==> src/rtl/cds_pkg.sv <==
package cds_pkg;

  localparam int MAX_DECKS      = 8;
  localparam int CARDS_PER_DECK = 52;
  localparam int FACE_COUNT     = 13;
  localparam int STORE_DEPTH    = MAX_DECKS * CARDS_PER_DECK;
  localparam int ADDR_W         = $clog2(STORE_DEPTH);
  localparam int SIZE_W         = $clog2(STORE_DEPTH + 1);
  localparam int CODE_W         = 6;
  localparam int FACE_W         = 4;
  localparam int SUIT_W         = 2;
  localparam int DECK_W         = 4;
  localparam int RND_W          = 32;
  localparam int DIV_BITS       = 2;
  localparam int DIV_STEPS      = RND_W / DIV_BITS;
  localparam int DIV_CNT_W      = $clog2(DIV_STEPS);

  typedef enum logic [1:0] {
    OP_BUILD   = 2'd0,
    OP_SHUFFLE = 2'd1,
    OP_SWAP    = 2'd2,
    OP_DRAW    = 2'd3
  } op_e;

  typedef enum logic [3:0] {
    ST_IDLE,
    ST_BUILD,
    ST_DIV,
    ST_RD_A,
    ST_RD_B,
    ST_WR_A,
    ST_WR_B,
    ST_DRAW_RD,
    ST_DRAW_OUT
  } state_e;

  typedef enum logic [1:0] {
    SEL_CURSOR,
    SEL_POS,
    SEL_J
  } addr_sel_e;

  typedef struct packed {
    logic      build_init;
    logic      build_step;
    logic      shuffle_init;
    logic      div_start;
    addr_sel_e rd_sel;
    logic      cap_tmp;
    logic      wr_cursor;
    logic      wr_j;
    logic      swap_done;
    logic      draw_done;
    logic      finish;
  } ctrl_cmd_t;

  typedef struct packed {
    logic build_last;
    logic shuffling;
    logic div_last;
  } ctrl_stat_t;

endpackage

==> src/rtl/cds_divmod.sv <==
module cds_divmod (
  input  logic                       clk_i,
  input  logic                       rst_ni,
  input  logic                       start_i,
  input  logic [cds_pkg::RND_W-1:0]  dividend_i,
  input  logic [cds_pkg::SIZE_W-1:0] divisor_i,
  output logic                       last_o,
  output logic [cds_pkg::SIZE_W-1:0] rem_o
);

  logic                          active_q;
  logic [cds_pkg::DIV_CNT_W-1:0] cnt_q;
  logic [cds_pkg::RND_W-1:0]     dvd_q;
  logic [cds_pkg::SIZE_W-1:0]    div_q;
  logic [cds_pkg::SIZE_W-1:0]    rem_q;
  logic [cds_pkg::SIZE_W-1:0]    rem_d;

  // restoring remainder, two dividend bits per cycle
  always_comb begin
    logic [cds_pkg::SIZE_W:0]   w;
    logic [cds_pkg::SIZE_W-1:0] r;
    r = rem_q;
    for (int k = 0; k < cds_pkg::DIV_BITS; k++) begin
      w = {r, dvd_q[cds_pkg::RND_W-1-k]};
      if (w >= {1'b0, div_q}) begin
        w = w - {1'b0, div_q};
      end
      r = w[cds_pkg::SIZE_W-1:0];
    end
    rem_d = r;
  end

  assign last_o = active_q && (cnt_q == cds_pkg::DIV_CNT_W'(cds_pkg::DIV_STEPS - 1));
  assign rem_o  = rem_q;

  always_ff @(posedge clk_i or negedge rst_ni) begin
    if (!rst_ni) begin
      active_q <= 1'b0;
      cnt_q    <= '0;
    end else if (start_i) begin
      active_q <= 1'b1;
      cnt_q    <= '0;
    end else if (active_q) begin
      active_q <= !last_o;
      cnt_q    <= cnt_q + 1'b1;
    end
  end

  always_ff @(posedge clk_i) begin
    if (start_i) begin
      dvd_q <= dividend_i;
      div_q <= divisor_i;
      rem_q <= '0;
    end else if (active_q) begin
      dvd_q <= dvd_q << cds_pkg::DIV_BITS;
      rem_q <= rem_d;
    end
  end

endmodule

==> src/rtl/cds_ctrl.sv <==
module cds_ctrl (
  input  logic                clk_i,
  input  logic                rst_ni,
  input  logic                start_i,
  input  logic [1:0]          opcode_i,
  input  cds_pkg::ctrl_stat_t stat_i,
  output logic                busy_o,
  output cds_pkg::ctrl_cmd_t  cmd_o
);

  cds_pkg::state_e state_q, state_d;

  always_ff @(posedge clk_i or negedge rst_ni) begin
    if (!rst_ni) begin
      state_q <= cds_pkg::ST_IDLE;
    end else begin
      state_q <= state_d;
    end
  end

  assign busy_o = (state_q != cds_pkg::ST_IDLE);

  always_comb begin
    state_d      = state_q;
    cmd_o        = '0;
    cmd_o.rd_sel = cds_pkg::SEL_CURSOR;
    case (state_q)
      cds_pkg::ST_IDLE: begin
        if (start_i) begin
          case (cds_pkg::op_e'(opcode_i))
            cds_pkg::OP_BUILD: begin
              cmd_o.build_init = 1'b1;
              state_d          = cds_pkg::ST_BUILD;
            end
            cds_pkg::OP_SHUFFLE: begin
              cmd_o.shuffle_init = 1'b1;
              cmd_o.finish       = 1'b1;
            end
            cds_pkg::OP_SWAP: begin
              if (stat_i.shuffling) begin
                cmd_o.div_start = 1'b1;
                state_d         = cds_pkg::ST_DIV;
              end else begin
                cmd_o.finish = 1'b1;
              end
            end
            default: begin
              state_d = cds_pkg::ST_DRAW_RD;
            end
          endcase
        end
      end
      cds_pkg::ST_BUILD: begin
        cmd_o.build_step = 1'b1;
        if (stat_i.build_last) begin
          cmd_o.finish = 1'b1;
          state_d      = cds_pkg::ST_IDLE;
        end
      end
      cds_pkg::ST_DIV: begin
        if (stat_i.div_last) begin
          state_d = cds_pkg::ST_RD_A;
        end
      end
      cds_pkg::ST_RD_A: begin
        cmd_o.rd_sel = cds_pkg::SEL_CURSOR;
        state_d      = cds_pkg::ST_RD_B;
      end
      cds_pkg::ST_RD_B: begin
        // cursor entry is in the read register now
        cmd_o.rd_sel  = cds_pkg::SEL_J;
        cmd_o.cap_tmp = 1'b1;
        state_d       = cds_pkg::ST_WR_A;
      end
      cds_pkg::ST_WR_A: begin
        cmd_o.wr_cursor = 1'b1;
        state_d         = cds_pkg::ST_WR_B;
      end
      cds_pkg::ST_WR_B: begin
        cmd_o.wr_j      = 1'b1;
        cmd_o.swap_done = 1'b1;
        cmd_o.finish    = 1'b1;
        state_d         = cds_pkg::ST_IDLE;
      end
      cds_pkg::ST_DRAW_RD: begin
        cmd_o.rd_sel = cds_pkg::SEL_POS;
        state_d      = cds_pkg::ST_DRAW_OUT;
      end
      cds_pkg::ST_DRAW_OUT: begin
        cmd_o.draw_done = 1'b1;
        cmd_o.finish    = 1'b1;
        state_d         = cds_pkg::ST_IDLE;
      end
      default: begin
        state_d = cds_pkg::ST_IDLE;
      end
    endcase
  end

endmodule

==> src/rtl/cds_datapath.sv <==
module cds_datapath (
  input  logic                       clk_i,
  input  logic                       rst_ni,
  input  cds_pkg::ctrl_cmd_t         cmd_i,
  input  logic [cds_pkg::RND_W-1:0]  random_value_i,
  input  logic                       cfg_valid_i,
  input  logic [cds_pkg::DECK_W-1:0] cfg_data_i,
  output cds_pkg::ctrl_stat_t        stat_o,
  output logic                       done_o,
  output logic [cds_pkg::FACE_W-1:0] card_face_o,
  output logic [cds_pkg::SUIT_W-1:0] card_suit_o,
  output logic                       card_valid_o,
  output logic                       reshuffle_due_o,
  output logic                       shuffle_active_o
);

  logic [cds_pkg::CODE_W-1:0] mem [cds_pkg::STORE_DEPTH];

  logic [cds_pkg::DECK_W-1:0] deck_q;
  logic [cds_pkg::SIZE_W-1:0] size_q;
  logic [cds_pkg::ADDR_W-1:0] pos_q;
  logic [cds_pkg::ADDR_W-1:0] cursor_q;
  logic                       shuffling_q;
  logic [cds_pkg::ADDR_W-1:0] baddr_q;
  logic [cds_pkg::CODE_W-1:0] code_q;
  logic [cds_pkg::CODE_W-1:0] rdata_q;
  logic [cds_pkg::CODE_W-1:0] tmp_q;
  logic                       done_q;
  logic [cds_pkg::FACE_W-1:0] face_q;
  logic [cds_pkg::SUIT_W-1:0] suit_q;
  logic                       valid_q;
  logic                       due_q;

  logic [cds_pkg::DECK_W-1:0] eff_deck;
  logic [cds_pkg::SIZE_W-1:0] eff_size;
  logic [cds_pkg::SIZE_W-1:0] rem;
  logic                       div_last;
  logic [cds_pkg::ADDR_W-1:0] j_addr;
  logic [cds_pkg::ADDR_W-1:0] raddr;
  logic [cds_pkg::ADDR_W-1:0] waddr;
  logic [cds_pkg::CODE_W-1:0] wdata;
  logic                       we;
  logic [cds_pkg::SIZE_W-1:0] pos_inc;
  logic                       wrap;

  // zero deck count reads as one deck, too many as the maximum
  always_comb begin
    eff_deck = deck_q;
    if (deck_q == '0) begin
      eff_deck = cds_pkg::DECK_W'(1);
    end else if ({1'b0, deck_q} > (cds_pkg::DECK_W + 1)'(cds_pkg::MAX_DECKS)) begin
      eff_deck = cds_pkg::DECK_W'(cds_pkg::MAX_DECKS);
    end
  end

  assign eff_size = cds_pkg::SIZE_W'(cds_pkg::SIZE_W'(eff_deck)
                    * cds_pkg::SIZE_W'(cds_pkg::CARDS_PER_DECK));

  cds_divmod u_divmod (
    .clk_i      (clk_i),
    .rst_ni     (rst_ni),
    .start_i    (cmd_i.div_start),
    .dividend_i (random_value_i),
    .divisor_i  (cds_pkg::SIZE_W'(cursor_q) + 1'b1),
    .last_o     (div_last),
    .rem_o      (rem)
  );

  assign j_addr = cds_pkg::ADDR_W'(rem);

  assign stat_o.build_last = (baddr_q == cds_pkg::ADDR_W'(size_q - 1'b1));
  assign stat_o.shuffling  = shuffling_q;
  assign stat_o.div_last   = div_last;

  always_comb begin
    case (cmd_i.rd_sel)
      cds_pkg::SEL_POS: raddr = pos_q;
      cds_pkg::SEL_J:   raddr = j_addr;
      default:          raddr = cursor_q;
    endcase
  end

  always_comb begin
    we    = 1'b1;
    waddr = baddr_q;
    wdata = code_q;
    if (cmd_i.wr_cursor) begin
      waddr = cursor_q;
      wdata = rdata_q;
    end else if (cmd_i.wr_j) begin
      waddr = j_addr;
      wdata = tmp_q;
    end else if (!cmd_i.build_step) begin
      we = 1'b0;
    end
  end

  always_ff @(posedge clk_i) begin
    if (we) begin
      mem[waddr] <= wdata;
    end
    rdata_q <= mem[raddr];
  end

  assign pos_inc = cds_pkg::SIZE_W'(pos_q) + 1'b1;
  assign wrap    = (pos_inc >= size_q);

  always_ff @(posedge clk_i or negedge rst_ni) begin
    if (!rst_ni) begin
      deck_q      <= cds_pkg::DECK_W'(1);
      size_q      <= cds_pkg::SIZE_W'(cds_pkg::CARDS_PER_DECK);
      pos_q       <= '0;
      cursor_q    <= '0;
      shuffling_q <= 1'b0;
      done_q      <= 1'b0;
    end else begin
      done_q <= cmd_i.finish;
      if (cfg_valid_i) begin
        deck_q <= cfg_data_i;
      end
      if (cmd_i.build_init) begin
        size_q      <= eff_size;
        pos_q       <= '0;
        cursor_q    <= '0;
        shuffling_q <= 1'b0;
      end else if (cmd_i.shuffle_init) begin
        cursor_q    <= cds_pkg::ADDR_W'(size_q - 1'b1);
        shuffling_q <= (size_q > cds_pkg::SIZE_W'(1));
        pos_q       <= '0;
      end else if (cmd_i.swap_done) begin
        cursor_q    <= cursor_q - 1'b1;
        shuffling_q <= (cursor_q != cds_pkg::ADDR_W'(1));
      end else if (cmd_i.draw_done) begin
        pos_q <= wrap ? '0 : cds_pkg::ADDR_W'(pos_inc);
      end
    end
  end

  always_ff @(posedge clk_i) begin
    if (cmd_i.build_init) begin
      baddr_q <= '0;
      code_q  <= '0;
    end else if (cmd_i.build_step) begin
      baddr_q <= baddr_q + 1'b1;
      // code runs through face*4+suit, restarting with each deck
      code_q  <= (code_q == cds_pkg::CODE_W'(cds_pkg::CARDS_PER_DECK - 1))
                 ? '0 : code_q + 1'b1;
    end
    if (cmd_i.cap_tmp) begin
      tmp_q <= rdata_q;
    end
    if (cmd_i.finish) begin
      if (cmd_i.draw_done) begin
        face_q  <= rdata_q[cds_pkg::CODE_W-1:cds_pkg::SUIT_W];
        suit_q  <= rdata_q[cds_pkg::SUIT_W-1:0];
        valid_q <= 1'b1;
        due_q   <= wrap;
      end else begin
        face_q  <= '0;
        suit_q  <= '0;
        valid_q <= 1'b0;
        due_q   <= 1'b0;
      end
    end
  end

  assign done_o           = done_q;
  assign card_face_o      = face_q;
  assign card_suit_o      = suit_q;
  assign card_valid_o     = valid_q;
  assign reshuffle_due_o  = due_q;
  assign shuffle_active_o = shuffling_q;

endmodule

==> src/rtl/card_deck_shuffle_draw.sv <==
// Card shoe: build an ordered shoe, shuffle it step by step, draw cards.
// Command channel: opcode_i and random_value_i are taken at a clock edge
// where start_i is high and busy_o is low. busy_o stays high until the
// item is finished. Every item gives one result: done_o pulses for one
// cycle with card_face_o, card_suit_o, card_valid_o, reshuffle_due_o and
// shuffle_active_o; the receiver must take it in that cycle.
// Steps from accept to done_o:
//   start shuffle, or swap when no shuffle runs: finished at accept, result registered
//   draw: store read, then result
//   swap step: remainder in the 2-bit-per-cycle unit, then the
//     read-read-write-write swap through the store, then result
//   build: one store entry per cycle for the whole shoe, then result
// A new item may be accepted in the cycle in which done_o is shown.
// Configuration: cfg_data_i is written to the deck count whenever
// cfg_valid_i is high (cfg_ready_o is always high); write it while idle.
// The deck count takes effect at the next build.
// Reset clears the position, cursor and shuffle flag, sets the deck count
// to one and the shoe size to 52; the card store holds nothing until built.
module card_deck_shuffle_draw (
  input  logic                       clk_i,
  input  logic                       rst_ni,
  input  logic                       start_i,
  output logic                       busy_o,
  input  logic [1:0]                 opcode_i,
  input  logic [cds_pkg::RND_W-1:0]  random_value_i,
  input  logic                       cfg_valid_i,
  output logic                       cfg_ready_o,
  input  logic [cds_pkg::DECK_W-1:0] cfg_data_i,
  output logic                       done_o,
  output logic [cds_pkg::FACE_W-1:0] card_face_o,
  output logic [cds_pkg::SUIT_W-1:0] card_suit_o,
  output logic                       card_valid_o,
  output logic                       reshuffle_due_o,
  output logic                       shuffle_active_o
);

  cds_pkg::ctrl_cmd_t  cmd;
  cds_pkg::ctrl_stat_t stat;
  logic                busy;
  logic                start;

  assign start       = start_i && !busy;
  assign busy_o      = busy;
  assign cfg_ready_o = 1'b1;

  cds_ctrl u_ctrl (
    .clk_i    (clk_i),
    .rst_ni   (rst_ni),
    .start_i  (start),
    .opcode_i (opcode_i),
    .stat_i   (stat),
    .busy_o   (busy),
    .cmd_o    (cmd)
  );

  cds_datapath u_datapath (
    .clk_i            (clk_i),
    .rst_ni           (rst_ni),
    .cmd_i            (cmd),
    .random_value_i   (random_value_i),
    .cfg_valid_i      (cfg_valid_i),
    .cfg_data_i       (cfg_data_i),
    .stat_o           (stat),
    .done_o           (done_o),
    .card_face_o      (card_face_o),
    .card_suit_o      (card_suit_o),
    .card_valid_o     (card_valid_o),
    .reshuffle_due_o  (reshuffle_due_o),
    .shuffle_active_o (shuffle_active_o)
  );

endmodule

==> config.mk <==
export PLATFORM = sky130hd
export DESIGN_NAME = card_deck_shuffle_draw
export DESIGN_NICKNAME = d
export VERILOG_FILES = /design/src/rtl/cds_pkg.sv /design/src/rtl/cds_divmod.sv /design/src/rtl/cds_ctrl.sv /design/src/rtl/cds_datapath.sv /design/src/rtl/card_deck_shuffle_draw.sv
export SDC_FILE = /design/constraint.sdc
export NUM_CORES = 2
export LEC_CHECK = 0
export ABC_AREA = 0
export BUFFER_PORTS_ARGS = -buffer_cell sky130_fd_sc_hd__buf_4
export CORE_UTILIZATION = 40
export CTS_CLUSTER_DIAMETER = 150
export DETAILED_ROUTE_END_ITERATION = 10
export MAX_ROUTING_LAYER = met4
export PLACE_DENSITY = 0.53
export SLEW_MARGIN = 25
export SYNTH_ARGS = -nofsm -noshare
export SYNTH_HDL_FRONTEND = slang
export SYNTH_HIERARCHICAL = 1
export SYNTH_SLANG_ARGS = --single-unit
==> constraint.sdc <==
create_clock -name clk_i -period 44.2 [get_ports clk_i]
set_clock_uncertainty 0.05 [all_clocks]
set_input_delay 13.26 -clock clk_i [delete_from_list [all_inputs] [get_ports clk_i]]
set_output_delay 13.26 -clock clk_i [all_outputs]
set_load 0.05 [all_outputs]
==> results.yml <==
run_status:
  status: "complete, no violations"
clocking:
  htree_levels: 5
  cts_hold_buf: 0
  path_clk_slew_ns: 0.05
  cts_buffers: 294
  clock_path_buffers: 4
  cts_tree: "done"
  cts_setup_buffers: 0
  cts.sinks: 2621
  insertion_delay_ns: 0.94
  cts_resized: 0
  clock-root-buffer: "clkbuf_16"
pwr:
  p_leak_nw: 38.2
  power.density_nw_per_um2: 75.0
  p_int_w: 0.00551
  ir_worst_vdd_uv: 86.3
  p_comb_frac: 0.381
  p_seq_frac: 0.363
  clockPowerShare: 0.255
  power.net_switching_w: 0.00339
  switching_share: 0.381
critical_path:
  crit_chain: "nor2_1 > nand2_1 > buf_4"
  max_stage_delay_ns: 0.61
  cp.required_ns: 30.89
  criticalPathCategory: "reg2out"
  arrival_ns: 2.03
  cp-end-kind: "primary output"
  startpoint_type: "flip-flop"
  crit_slowest_cell: "dfrtp_1"
  critical_path.max_fanout: 12
global_route:
  grt_util_all_layers: 0.235
  grt_antenna_before_repair: 16
  grt_pass1_vias: 58700
  grt-ovfl-total: 0
  grt_max_degree: 208
  grt_pass1_wl_um: 441000
floorplan:
  initial_core_util: 0.404
  dieArea_um2: 268000
  design.portCount: 54
  fp.dieH_um: 518
  fp.dieW_um: 518
  rows: 188
  core_area_um2: 263000
routing:
  wirelength_um: 310000
  num_vias: 59600
  first_pass_iters: 8
  post_drt_wl_per_cell_um: 30.6
  drc: 0
  final_antenna_net_count: 0
  initialDrtViolationCount: 7403
  vias_per_cell: 5.90
sta:
  setup-tns-final_ns: 0
  grt_setup_unrepaired: "no"
  slew_violations: 0
  worst_slew_pin_slew_ns: 1.15
  setup_viol: 0
  min_period_over_period: 0.347
  timing.final.hold_violations: 0
  finalCriticalPeriod_ns: 15.34
  max_freq_mhz: 65.2
  fin_hold_ws_ns: 0.468
  maxSlewHeadroom: 0.228
logic_synthesis:
  syn_nets: 6420
  synth-seq-area-share: 0.736
  ys_ff_latch: 2621
  synthTopCellsByArea: "edfxtp_1 (72%), mux4_2 (8.7%), nand2_1 (2.8%), nor2_1 (1.9%), nand3_1 (1.0%)"
  synth_top_area_cell: "edfxtp_1"
  syn_inst: 6325
  syn-cell-area_um2: 106000
  ys_warn_count: 6
  ys.flop_type: "edfxtp_1"
  synth-edff-count: 2551
  synth.top_cell.area_share: 0.720
  ys_types: 93
  ys_async_sr_fraction: 0.0153
  syn_area_per_cell_um2: 16.8
cells_and_area:
  area_growth_pct: 11.7
  finalNonFillerCells: 10100
  design_area_um2: 119000
  nets: 6492
  drive_gt1_frac: 0.167
placed_design:
  place_area_um2: 110000
  dp_hpwl_um: 180000
  placedCellCount: 9612
  portBuffers: 52
  gp_congestion: 0.837
run:
  drv_cap: 0
worst_hold_path:
  hold_path.class: "reg2reg"
[sequential cells by signal, summed over array words and instances (netlist names), 2 cells and up]
| register | flops |
|---|---|
| u_ctrl/state_q | 4 |
| u_datapath/baddr_q | 9 |
| u_datapath/card_face_o | 4 |
| u_datapath/card_suit_o | 2 |
| u_datapath/code_q | 6 |
| u_datapath/cursor_q | 9 |
| u_datapath/deck_q | 4 |
| u_datapath/mem | 2496 |
| u_datapath/pos_q | 9 |
| u_datapath/rdata_q | 6 |
| u_datapath/size_q | 7 |
| u_datapath/tmp_q | 6 |
| u_datapath/u_divmod/cnt_q | 4 |
| u_datapath/u_divmod/div_q | 9 |
| u_datapath/u_divmod/dvd_q | 32 |
| u_datapath/u_divmod/rem_o | 9 |
[worst paths after layout]
path	startpoint	endpoint	slack (ns)	cells past startpoint
max in group asynchronous	rst_ni	u_datapath/size_q[2]	31.45	1
worst max register to register	u_ctrl/state_q[2]	u_datapath/rdata_q[5]	35.72	17
min in group asynchronous	rst_ni	u_datapath/deck_q[3]	12.28	1
worst max-delay path	u_ctrl/state_q[2]	busy_o	28.86	3
worst min register to register	u_datapath/u_divmod/dvd_q[5]	u_datapath/u_divmod/dvd_q[7]	0.47	1
worst min-delay path	u_datapath/u_divmod/dvd_q[5]	u_datapath/u_divmod/dvd_q[7]	0.47	1
[power groups by stage]
stage / Combinational (W) / Clock (W) / Sequential [W]
global route: 0.00357 / 0.00241 / 0.00324
floorplan: 0.00215 / 0 / 0.00372
finish: 0.00339 / 0.00227 / 0.00324
detailed placement: 0.00337 / 0 / 0.00329
global placement: 0.00333 / 0 / 0.00329
CTS: 0.00337 / 0.00232 / 0.00324
[cells in the final DEF, fill, tap and decap left out, types with 65 or more instances in the layout]
master,instances
edfxtp_1,2551
mux4_2,413
buf_4,172
and3_1,143
nand3_1,215
a31oi_1,94
a211oi_1,129
nor2_1,516
o21ai_0,97
a21oi_1,67
clkbuf_16,302
nand2_1,781
clkbuf_1,65
mux2i_1,94
[synthesized netlist by cell type (6+ instances only)]
| master | n |
|---|---|
| mux2_2 | 40 |
| clkbuf_1 | 158 |
| dfrtp_1 | 36 |
| dfxtp_1 | 30 |
| nor4_1 | 19 |
| and3_1 | 144 |
| a211oi_1 | 132 |
| buf_8 | 7 |
| nor3_1 | 30 |
| o21ai_0 | 104 |
| a21o_1 | 12 |
| nand2b_1 | 12 |
| a21oi_1 | 67 |
| a311oi_1 | 60 |
| mux4_2 | 413 |
| a32oi_1 | 10 |
| a221oi_1 | 57 |
| a221o_1 | 6 |
| o21ai_1 | 13 |
| nor2b_1 | 10 |
| a22oi_1 | 35 |
| nand3_1 | 216 |
| o22ai_1 | 45 |
| inv_1 | 37 |
| mux4_1 | 6 |
| o32ai_1 | 6 |
| nor2_1 | 527 |
| xor2_1 | 21 |
| and2_1 | 15 |
| buf_2 | 108 |
| or4_1 | 22 |
| buf_1 | 11 |
| buf_12 | 20 |
| edfxtp_1 | 2551 |
| buf_4 | 62 |
| nand4_1 | 32 |
| nand2_1 | 801 |
| buf_6 | 47 |
| xnor2_1 | 36 |
| o21a_1 | 15 |
| a211o_1 | 8 |
| a31oi_1 | 94 |
| mux2i_1 | 94 |
| ha_1 | 50 |
[cell families (layout without fill, tap and decap cells)]
group | count (synthesis) | after routing | share of synthesized area
fa+ha+maj | 53 | 53 | 0.00645
xor+xnor | 57 | 57 | 0.00469
mux | 553 | 553 | 0.102
flops | 2621 | 2621 | 0.736
compound gates | 721 | 721 | 0.0481
buf+inv | 451 | 715 | 0.0265
simple gates | 1868 | 1868 | 0.0767
other cells | 1 | 5 | 0.0000353
[layout make-up]
| cell class | instances | area (um^2) |
|---|---|---|
| tap | 3515 | 4400 |
| fill | 22900 | 145000 |
| sequential | 2621 | 78200 |
| clock inverter | 116 | 870 |
| inverter | 38 | 143 |
| timing repair buffer | 189 | 1630 |
| clock buffer | 372 | 7870 |
| antenna | 4 | 10.0 |
| multi-input combinational | 3253 | 25700 |
[critical path: cells and delay by family (launching register included)]
kind,cells,cell delay [ns]
flip-flops,1,0.61
buffers and inverters,1,0.22
AND/OR/NAND/NOR,2,0.30
[per-layer routing]
layer  up-vias  global-route usage  share of wire  wire, um
met5         -                   -              0         0
li1      25000                   -              -         -
met1     31600               0.325           0.42    131000
met4         0              0.0615          0.026      7940
met3       430              0.0415          0.081     24900
met2      2595               0.359           0.47    146000
[stage by stage]
step,utilization,total power (W),setup WS (ns)
after floorplan,-,0.00588,22.61
after global placement,0.417,0.00662,28.54
after detailed placement,0.417,0.00666,28.47
after CTS,0.450,0.00893,28.79
after global routing,0.451,0.00922,28.75
final,0.451,0.00891,28.86
Power figures use the tool's default switching activity.
